--- src/sofcrc_pkg.sv ---
// Shared types, codes and the CRC-16 byte update for the serial frame receiver.
package sofcrc_pkg;

  localparam int unsigned HDR_BYTES = 7;

  localparam logic [15:0] CRC_INIT = 16'hFFFF;
  localparam logic [15:0] CRC_POLY = 16'h1021;
  localparam logic [15:0] CRC_TOP  = 16'h8000;

  localparam logic [31:0] START_RESET = 32'hA5B5C5D5;

  // Frame status codes carried on a result.
  localparam logic [1:0] STATUS_OK        = 2'd0;
  localparam logic [1:0] STATUS_CRC_ERR   = 2'd1;
  localparam logic [1:0] STATUS_ZERO_LEN  = 2'd2;
  localparam logic [1:0] STATUS_BAD_START = 2'd3;

  // One result as handed from the frame engine to the output register.
  typedef struct packed {
    logic       is_payload;
    logic [7:0] data_byte;
    logic       end_of_frame;
    logic [1:0] frame_status;
  } result_t;

  // CRC-16/CCITT-FALSE update by one byte, MSB first.
  function automatic logic [15:0] crc_byte(input logic [15:0] crc_in, input logic [7:0] b);
    logic [15:0] crc;
    crc = crc_in ^ {b, 8'h00};
    for (int i = 0; i < 8; i++) begin
      if ((crc & CRC_TOP) != 16'h0000) begin
        crc = {crc[14:0], 1'b0} ^ CRC_POLY;
      end else begin
        crc = {crc[14:0], 1'b0};
      end
    end
    return crc;
  endfunction

endpackage

--- src/sofcrc_core.sv ---
// Frame engine: header parsing, start word resync, payload pass-through and CRC check.
module sofcrc_core (
  input  logic                     clk,
  input  logic                     rst,
  input  logic                     step,
  input  logic [7:0]               rx_byte,
  input  logic                     line_error,
  input  logic                     cfg_write,
  input  logic [31:0]              cfg_data,
  output logic                     res_valid,
  output sofcrc_pkg::result_t      res
);

  localparam logic [1:0] PH_HEADER  = 2'd0;
  localparam logic [1:0] PH_RESYNC  = 2'd1;
  localparam logic [1:0] PH_PAYLOAD = 2'd2;

  localparam logic [2:0] HDR_LAST = 3'(sofcrc_pkg::HDR_BYTES);

  logic [31:0] start_word;
  logic [1:0]  phase, phase_next;
  logic [7:0]  byte_count, byte_count_next;
  logic        start_match_ok, start_match_ok_next;
  logic [1:0]  resync_fill, resync_fill_next;
  logic [15:0] expected_crc, expected_crc_next;
  logic [7:0]  frame_length, frame_length_next;
  logic [15:0] running_crc, running_crc_next;

  logic [15:0] crc_seed;
  logic [15:0] crc_new;
  logic [2:0]  hdr_count;
  logic [2:0]  hdr_count_inc;
  logic [7:0]  pay_count_inc;
  logic        hdr_ok;

  function automatic logic [7:0] sel_byte(input logic [31:0] word, input logic [1:0] idx);
    logic [7:0] r;
    unique case (idx)
      2'd0:    r = word[7:0];
      2'd1:    r = word[15:8];
      2'd2:    r = word[23:16];
      default: r = word[31:24];
    endcase
    return r;
  endfunction

  // The same CRC unit serves the first header update and every payload byte.
  assign crc_seed = (phase == PH_PAYLOAD) ? running_crc : sofcrc_pkg::CRC_INIT;
  assign crc_new  = sofcrc_pkg::crc_byte(crc_seed, rx_byte);

  assign hdr_count     = (byte_count > 8'd6) ? 3'd0 : byte_count[2:0];
  assign hdr_count_inc = hdr_count + 3'd1;
  assign pay_count_inc = byte_count + 8'd1;
  assign hdr_ok        = start_match_ok &&
                         !((hdr_count < 3'd4) && (rx_byte != sel_byte(start_word, hdr_count[1:0])));

  always_comb begin
    phase_next          = phase;
    byte_count_next     = byte_count;
    start_match_ok_next = start_match_ok;
    resync_fill_next    = resync_fill;
    expected_crc_next   = expected_crc;
    frame_length_next   = frame_length;
    running_crc_next    = running_crc;
    res_valid           = 1'b0;
    res                 = '0;

    if (step) begin
      unique case (phase)
        PH_RESYNC: begin
          if (!line_error) begin
            if (rx_byte == sel_byte(start_word, resync_fill)) begin
              if (resync_fill == 2'd3) begin
                resync_fill_next    = 2'd0;
                phase_next          = PH_HEADER;
                byte_count_next     = 8'd4;
                start_match_ok_next = 1'b1;
              end else begin
                resync_fill_next = resync_fill + 2'd1;
              end
            end else begin
              resync_fill_next = (rx_byte == sel_byte(start_word, 2'd0)) ? 2'd1 : 2'd0;
            end
          end
        end
        PH_PAYLOAD: begin
          if (line_error) begin
            phase_next          = PH_HEADER;
            byte_count_next     = 8'd0;
            start_match_ok_next = 1'b1;
          end else begin
            running_crc_next = crc_new;
            byte_count_next  = pay_count_inc;
            res_valid        = 1'b1;
            res.is_payload   = 1'b1;
            res.data_byte    = rx_byte;
            if (pay_count_inc == frame_length) begin
              res.end_of_frame    = 1'b1;
              res.frame_status    = (crc_new == expected_crc) ? sofcrc_pkg::STATUS_OK
                                                              : sofcrc_pkg::STATUS_CRC_ERR;
              phase_next          = PH_HEADER;
              byte_count_next     = 8'd0;
              start_match_ok_next = 1'b1;
            end
          end
        end
        default: begin
          // Header collection; the unused phase code behaves the same way.
          if (line_error) begin
            phase_next          = PH_HEADER;
            byte_count_next     = 8'd0;
            start_match_ok_next = 1'b1;
          end else begin
            if (hdr_count == 3'd4) begin
              expected_crc_next = {expected_crc[15:8], rx_byte};
            end else if (hdr_count == 3'd5) begin
              expected_crc_next = {rx_byte, expected_crc[7:0]};
            end else if (hdr_count >= 3'd6) begin
              frame_length_next = rx_byte;
            end

            if (hdr_count_inc == HDR_LAST) begin
              res_valid = 1'b1;
              if (!hdr_ok) begin
                res.frame_status    = sofcrc_pkg::STATUS_BAD_START;
                phase_next          = PH_RESYNC;
                resync_fill_next    = 2'd0;
                byte_count_next     = 8'd0;
                start_match_ok_next = 1'b1;
              end else if (rx_byte == 8'd0) begin
                res.frame_status    = sofcrc_pkg::STATUS_ZERO_LEN;
                phase_next          = PH_HEADER;
                byte_count_next     = 8'd0;
                start_match_ok_next = 1'b1;
              end else begin
                res_valid           = 1'b0;
                running_crc_next    = crc_new;
                phase_next          = PH_PAYLOAD;
                byte_count_next     = 8'd0;
                start_match_ok_next = 1'b1;
              end
            end else begin
              byte_count_next     = {5'd0, hdr_count_inc};
              start_match_ok_next = hdr_ok;
            end
          end
        end
      endcase
    end
  end

  always_ff @(posedge clk) begin
    if (rst) begin
      start_word     <= sofcrc_pkg::START_RESET;
      phase          <= PH_HEADER;
      byte_count     <= 8'd0;
      start_match_ok <= 1'b1;
      resync_fill    <= 2'd0;
      expected_crc   <= 16'h0000;
      frame_length   <= 8'd0;
      running_crc    <= sofcrc_pkg::CRC_INIT;
    end else begin
      if (cfg_write) begin
        start_word <= cfg_data;
      end
      phase          <= phase_next;
      byte_count     <= byte_count_next;
      start_match_ok <= start_match_ok_next;
      resync_fill    <= resync_fill_next;
      expected_crc   <= expected_crc_next;
      frame_length   <= frame_length_next;
      running_crc    <= running_crc_next;
    end
  end

endmodule

--- src/sof_crc_frame_receiver_unit.sv ---
// Top level of the cut-through serial frame receiver with start word resync and CRC-16 check.
//
// The receiver takes one line byte per request and parses frames of the form start word
// (4 bytes, least significant first), CRC-16 (2 bytes, low first), length byte, payload.
// Payload bytes leave as they arrive, one result per byte, and the last one carries
// end_of_frame and the CRC-16/CCITT-FALSE verdict computed over the length byte and the
// payload. A header whose start word is wrong gives one result with the bad start status,
// after which the receiver slides over single bytes until the start word appears and then
// reads the remaining three header bytes. A zero length gives one result with the zero
// length status. A line error drops the byte and restarts the header, except during the
// resync search, which simply skips it. Other header bytes and resync bytes give no result.
// The block sustains one request per clock cycle unless the output register holds the
// pipeline: a request is taken into an input register, the frame engine processes it
// through one byte-wide CRC update and compare, and its result, if any, is loaded into
// the output register. The output register only holds the pipeline when a result
// sits in it and the consumer stalls.
// The start word register is written through cfg_write and cfg_data and must only be
// changed while no request is in flight; it resets to 0xA5B5C5D5.
module sof_crc_frame_receiver_unit (
  input  logic        clk,
  input  logic        rst,
  input  logic        in_valid,
  output logic        in_stall,
  input  logic [7:0]  rx_byte,
  input  logic        line_error,
  output logic        out_valid,
  input  logic        out_stall,
  output logic        is_payload,
  output logic [7:0]  data_byte,
  output logic        end_of_frame,
  output logic [1:0]  frame_status,
  input  logic        cfg_write,
  input  logic [31:0] cfg_data
);

  // Input register stage.
  logic       in_reg_valid;
  logic [7:0] in_reg_byte;
  logic       in_reg_error;

  // The pipeline moves whenever the output register is free or being emptied.
  logic advance;
  logic in_accept;

  logic                res_valid;
  sofcrc_pkg::result_t res;
  sofcrc_pkg::result_t out_reg;

  assign advance   = !out_valid || !out_stall;
  assign in_stall  = in_reg_valid && !advance;
  assign in_accept = in_valid && !in_stall;

  always_ff @(posedge clk) begin
    if (rst) begin
      in_reg_valid <= 1'b0;
    end else if (in_accept) begin
      in_reg_valid <= 1'b1;
    end else if (advance) begin
      in_reg_valid <= 1'b0;
    end
  end

  always_ff @(posedge clk) begin
    if (in_accept) begin
      in_reg_byte  <= rx_byte;
      in_reg_error <= line_error;
    end
  end

  sofcrc_core u_core (
    .clk        (clk),
    .rst        (rst),
    .step       (in_reg_valid && advance),
    .rx_byte    (in_reg_byte),
    .line_error (in_reg_error),
    .cfg_write  (cfg_write),
    .cfg_data   (cfg_data),
    .res_valid  (res_valid),
    .res        (res)
  );

  // Output register: loaded on every advance, so an empty slot drops out_valid.
  always_ff @(posedge clk) begin
    if (rst) begin
      out_valid <= 1'b0;
    end else if (advance) begin
      out_valid <= res_valid;
    end
  end

  always_ff @(posedge clk) begin
    if (advance) begin
      out_reg <= res;
    end
  end

  assign is_payload   = out_reg.is_payload;
  assign data_byte    = out_reg.data_byte;
  assign end_of_frame = out_reg.end_of_frame;
  assign frame_status = out_reg.frame_status;

endmodule

--- config.mk ---
export PLATFORM = sky130hd
export DESIGN_NAME = sof_crc_frame_receiver_unit
export DESIGN_NICKNAME = d
export VERILOG_FILES = /design/src/sofcrc_pkg.sv /design/src/sofcrc_core.sv /design/src/sof_crc_frame_receiver_unit.sv
export SDC_FILE = /design/constraint.sdc
export NUM_CORES = 1
export LEC_CHECK = 0
export BUFFER_PORTS_ARGS = -buffer_cell sky130_fd_sc_hd__buf_2
export CORE_MARGIN = 4
export CORE_UTILIZATION = 54
export CTS_CLUSTER_DIAMETER = 200
export CTS_CLUSTER_SIZE = 25
export DETAILED_ROUTE_END_ITERATION = 7
export PLACE_DENSITY = 0.81
export SLEW_MARGIN = 20
export SYNTH_ARGS = -nofsm -noshare
export SYNTH_HDL_FRONTEND = slang
export SYNTH_SLANG_ARGS = --single-unit
--- constraint.sdc ---
create_clock -name clk -period 4.3 [get_ports clk]
set_clock_uncertainty 0.1 [all_clocks]
set_input_delay 1.29 -clock clk [delete_from_list [all_inputs] [get_ports clk]]
set_output_delay 1.29 -clock clk [all_outputs]
set_load 0.02 [all_outputs]
# [Word level (Yosys, flattened, before mapping)]
# Cells that the tools add are included.
[word_totals] register_bits=108 elab_cells=167 input_bits=46
[classes] magnitude_cmp=3 n_reduce_logical=30 eq_ne=21 add_sub_neg=3 mux=77 bitwise=16
[op_table] cell="8-bit two-way mux" n=14
[op_table] cell="13-bit two-way mux" n=8
[op_table] cell="16-bit two-way mux" n=6
[op_table] cell="8-bit case mux with 3 select lines" n=2
[op_table] cell="2-bit two-way mux" n=19
[op_table] cell="16-bit case mux with 2 select lines" n=1
[op_table] cell="8-bit == test" n=3
[op_table] cell="3-bit NOT" n=8
[op_table] cell="6-bit AND reduction" n=3
[op_table] cell="1-bit two-way mux" n=17
[op_table] cell="16-bit == test" n=1
[op_table] cell="8-bit case mux with 2 select lines" n=1
[op_table] cell="16-bit XOR" n=1
[op_table] cell="5-bit AND reduction" n=3
[op_table] cell="12-bit two-way mux" n=1
[op_table] cell="2-bit case mux with 2 select lines" n=3
[op_table] cell="3-bit == test, second input constant" n=3
[op_table] cell="3-bit two-way mux" n=3
[op_table] cell="8-bit by 1-bit adder with 8-bit output, second input constant" n=1
[op_table] cell="2-bit == test, second input constant" n=4
[op_table] cell="8-bit by 3-bit greater-than comparator with 1-bit output, second input constant" n=1
[op_table] cell="8-bit zero test" n=1
[op_table] cell="8-bit inequality test" n=1
[op_table] cell="4-bit AND reduction" n=2
[op_table] cell="other kinds (19)" n=43

# [Longest topological paths before layout]
[depth] ltp_word=24 depth_mapped=15 ltp_nobuf=13

# [Hierarchy]
# From an unflattened synthesis, not the netlist that was laid out.
[unflattened] cells_unflattened=662 area_unflattened_um2=6249.7
[by_module_without_submodules] mod="sofcrc_core" area_per_inst_um2=5539.1 seq_area_each_um2=1701.6 instances=1 cells_per_inst=630
[by_module_without_submodules] mod="sof_crc_frame_receiver_unit" area_per_inst_um2=710.7 seq_area_each_um2=670.6 instances=1 cells_per_inst=32

# [Worst setup path before layout]
# Ideal clock, no wire load.
[synth_timing] kind="flip-flop to flip-flop" startpoint="register u_core.byte_count[0]" endpoint="register u_core.running_crc[10]" slack_ps=939 path_buffers=2 period_less_slack_ps=3361 setup_ps=72 stages_incl_launch_ff=16 arrival_time_ps=3189 required_time_ps=4128 cell_sequence="dfxtp_1 -> inv_1 -> ha_1 -> o211a_1 -> nand2_1 -> inv_1 -> ha_1 -> buf_2 -> a222oi_1 -> mux2i_1 -> xnor2_1 -> nand4_1 -> o21ai_1 -> a41o_1 -> buf_4 -> mux2i_1"
[synth_via] elab_chain_len=10 elab_cells_between_ends=16 cone_classes="1 x add/sub; 2 x order compare; 4 x eq/ne; 2 x mux; 7 x reduce/logical"
[synth_lines] item="start: declaration" line="sofcrc_core.sv:22" source="logic [7:0] byte_count, byte_count_next;"
[synth_lines] item="start signal: assignment" line="sofcrc_core.sv:167" source="byte_count <= byte_count_next;"
[synth_lines] item="8-bit by 3-bit greater-than comparator with 1-bit output" line="sofcrc_core.sv:51" source="assign hdr_count = (byte_count > 8'd6) ? 3'd0 : byte_count[2:0];"
[synth_lines] item="3-bit two-way mux (*)" line="sofcrc_core.sv:51"
[synth_lines] item="2-bit == test (tied with other cells)" line="sofcrc_core.sv:38" source="unique case (idx)"
[synth_lines] item="8-bit case mux with 3 select lines" line="sofcrc_core.sv:38"
[synth_lines] item="8-bit inequality test" line="sofcrc_core.sv:55" source="!((hdr_count < 3'd4) && (rx_byte != sel_byte(start_word, hdr_count[1:0])));"
[synth_lines] item="1-bit logical AND" line="sofcrc_core.sv:55"
[synth_lines] item="1-bit zero test" line="sofcrc_core.sv:55"
[synth_lines] item="1-bit logical AND" line="sofcrc_core.sv:54" source="assign hdr_ok = start_match_ok &&"
[synth_lines] item="2-bit nonzero test (no source line)"
[synth_lines] item="6-bit AND reduction (no source line) (*)"
[synth_lines] item="end signal: assignment" line="sofcrc_core.sv:161" source="running_crc <= sofcrc_pkg::CRC_INIT;"
[synth_lines] item="end signal: assignment" line="sofcrc_core.sv:172" source="running_crc <= running_crc_next;"
[synth_lines] item="end: declaration" line="sofcrc_core.sv:27" source="logic [15:0] running_crc, running_crc_next;"
# Every way passes the cells marked *; elsewhere a longest branch is shown, timed or not.
# A chain may end at the register's enable or synchronous reset.

# [Worst setup path after layout]
[layout_timing] startpoint="register u_core.byte_count[0]" endpoint="register u_core.running_crc[0]"
# The elaborated chain is that of the path after synthesis.

==> metrics.yaml <==
yosys_warnings: 0
cts_setup_buffers: 0
ir_drop_mv: 0.352
status: "complete, no violations"
worstMarginPinSlew_ps: 1030
critPathLaunchType: "register"
grt_pass1_vias: 5037
htreeDepth: 3
rows: 39
min_period_ps: 3910
multi_input_area_mm2: 0.00365
drive_gt1_share_pct: 15.4
syn_inst: 661
antenna_found_initial: 0
syn_nets: 720
die-area_mm2: 0.0135
root_buffer: "clkbuf_16"
hold_class: "register to register"
synth_area_mm2: 0.00630
worstSetupEndpointType: "register"
post_cts_resized: 0
grt_usage_pct: 24.4
cts_buffers: 9
hold_violations: 0
synth.distinct_cells: 73
powerDensity_mw_per_mm2: 329
p_total_mw: 2.31
maxSlewHeadroom_pct: 31.0
clock_path_buffers: 2
drt_iter0_drc: 511
fmax_mhz: 256
synth-async-reset-ratio_pct: 0
routedWlPerCell_um: 18.6
cts_hold_buffers: 0
final.setup.tns_ps: 0
cts_tree: "done"
ant_nets: 0
worstSkewPairLatency_ps: 370
grt_overflow: 0
coreArea_mm2: 0.0114
drc: 0
synth.ff_latch_count: 108
rsz0062_at_grt: "false"
fp.dieH_um: 116
p_leak_nw: 2.93
chipWidth_um: 116
path_class: "register to register"
routed-via-count: 5100
synth_top_area_share_pct: 27.6
seq_area_mm2: 0.00237
path_clk_slew_ps: 80
syn_area_per_cell_um2: 9.53
io_buffers: 59
grt_max_degree: 83
yosys-top-cells-area: "dfxtp_1, mux2i_1, edfxtp_1, xnor2_1, nor2_1"
io_pins: 60
gp_congestion: 0.958
nets: 762
initial_core_util_pct: 55.2
finalSetupViolCount: 0
crit_required_ps: 4500
detailed_place_hpwl_um: 11200
cp_max_fo: 12
finalCritPeriodShare_pct: 90.8
ys_seq_area_share_pct: 37.6
synth_area_leader_cell: "dfxtp_1"
critPathArrivalTime_ps: 4100
nFillCells: 966
grt_pass1_wl_um: 25600
routed_wirelength_um: 15900
num_antenna_cells: 0
syn_to_final_growth_pct: 11.5
maxCapViolCount: 0
firstDrtPassIters: 7
slew_violations: 0
avgViaCountPerCell: 5.99
cts.sinks: 108
synth_flop_cell: "dfxtp_1"
synth_enable_flop_cells: 21
-- layout by cell type, fill, tap and decap left out, types with 3 or more instances in the layout --
cell / n
mux2i_1: 82
nand2_1: 59
o21a_1: 3
nand3_1: 15
nand2b_1: 6
nand4_1: 5
clkbuf_16: 11
o211ai_1: 5
xnor3_1: 6
o31ai_1: 4
ha_1: 13
xor2_1: 28
xnor2_1: 50
nor2_1: 77
nor4_1: 5
o32ai_1: 6
and3_1: 11
or4_1: 3
buf_4: 14
nor3_1: 3
dfxtp_1: 87
edfxtp_1: 21
nor2b_1: 12
and2_1: 5
o21ai_0: 3
a222oi_1: 16
inv_1: 26
o22a_1: 6
buf_2: 59
a21oi_1: 13
-- critical path: stages (launching register included) --
cell and delay [ps]:
dfxtp_1 480, inv_1 130, ha_1 240, o211a_1 280
nand2_1 170, inv_1 90, ha_1 340, a222oi_1 480
mux2i_1 160, xnor2_1 160, nand4_1 170, o21ai_2 350
a41o_1 220, buf_4 230, mux2i_1 230
-- cell usage after synthesis, types with 3 or more instances --
cell type and count:
dfxtp_1 87, mux2i_1 82, nor2_1 77, nand2_1 59, xnor2_1 50, xor2_1 28
inv_1 26, clkbuf_1 25, edfxtp_1 21, a222oi_1 16, nand3_1 15, a21oi_1 13
ha_1 13, nor2b_1 12, and3_1 11, buf_1 8, buf_2 7, nand2b_1 6
o22a_1 6, o32ai_1 6, xnor3_1 6, and2_1 5, nand4_1 5, nor4_1 5
o211ai_1 5, o31ai_1 4, nor3_1 3, o21a_1 3, o21ai_0 3, or4_1 3
-- per-stage QoR --
stage	hold slack (ps)	setup slack (ps)	cell area [um^2]	utilization (%)	cells
final	381	395	7030	61.5	851
after global routing	409	142	7030	61.5	851
after CTS	384	387	7020	61.5	851
after detailed placement	372	429	6700	58.7	835
after global placement	361	670	6700	58.7	835
after floorplan	337	939	6300	-	661
-- flip-flops by register name (all words and copies together) (netlist names) --
| signal | cells |
|---|---|
| is_payload | 1 |
| data_byte | 8 |
| frame_status | 2 |
| u_core.expected_crc | 16 |
| in_reg_valid | 1 |
| u_core.start_match_ok | 1 |
| in_reg_byte | 8 |
| u_core.phase | 2 |
| u_core.byte_count | 8 |
| in_reg_error | 1 |
| u_core.running_crc | 16 |
| u_core.frame_length | 8 |
| u_core.resync_fill | 2 |
| out_valid | 1 |
| end_of_frame | 1 |
| u_core.start_word | 32 |
-- cell families after synthesis --
family          share of synthesized area, %
compound gates                          12.1
xor+xnor                                13.7
fa+ha+maj                               2.58
buf+inv                                 4.43
flops                                   37.6
mux                                     13.0
simple gates                            16.4
-- where the power goes --
part           internal (mW)  switching, mW  leakage (nW)
sequential              1.06         0.0382         0.946
combinational          0.150          0.180          1.83
clock                  0.474          0.413         0.159
-- metal layers --
layer	track usage, %	part of all wire, %
met3	7.94	9.3
met2	38.6	45
met1	31.7	43
met5	0	0
met4	7.89	2.5
-- final timing paths --
kind,from,to,slack [ps],cells after the start
setup / recovery,u_core.byte_count[0],u_core.running_crc[0],390,14
hold / removal,u_core.phase[1],u_core.phase[1],380,2
setup reg to reg,u_core.byte_count[0],u_core.running_crc[0],390,14
hold reg to reg,u_core.phase[1],u_core.phase[1],380,2
-- cell type report --
cell class / count / share of cell area (%)
Multi-Input combinational cell: 484 / 52.0
Sequential cell: 108 / 33.8
Timing Repair Buffer: 73 / 5.70
Clock buffer: 11 / 3.92
Tap cell: 143 / 2.55
Inverter: 27 / 1.44
Clock inverter: 5 / 0.659
Power figures use the tool's default switching activity.
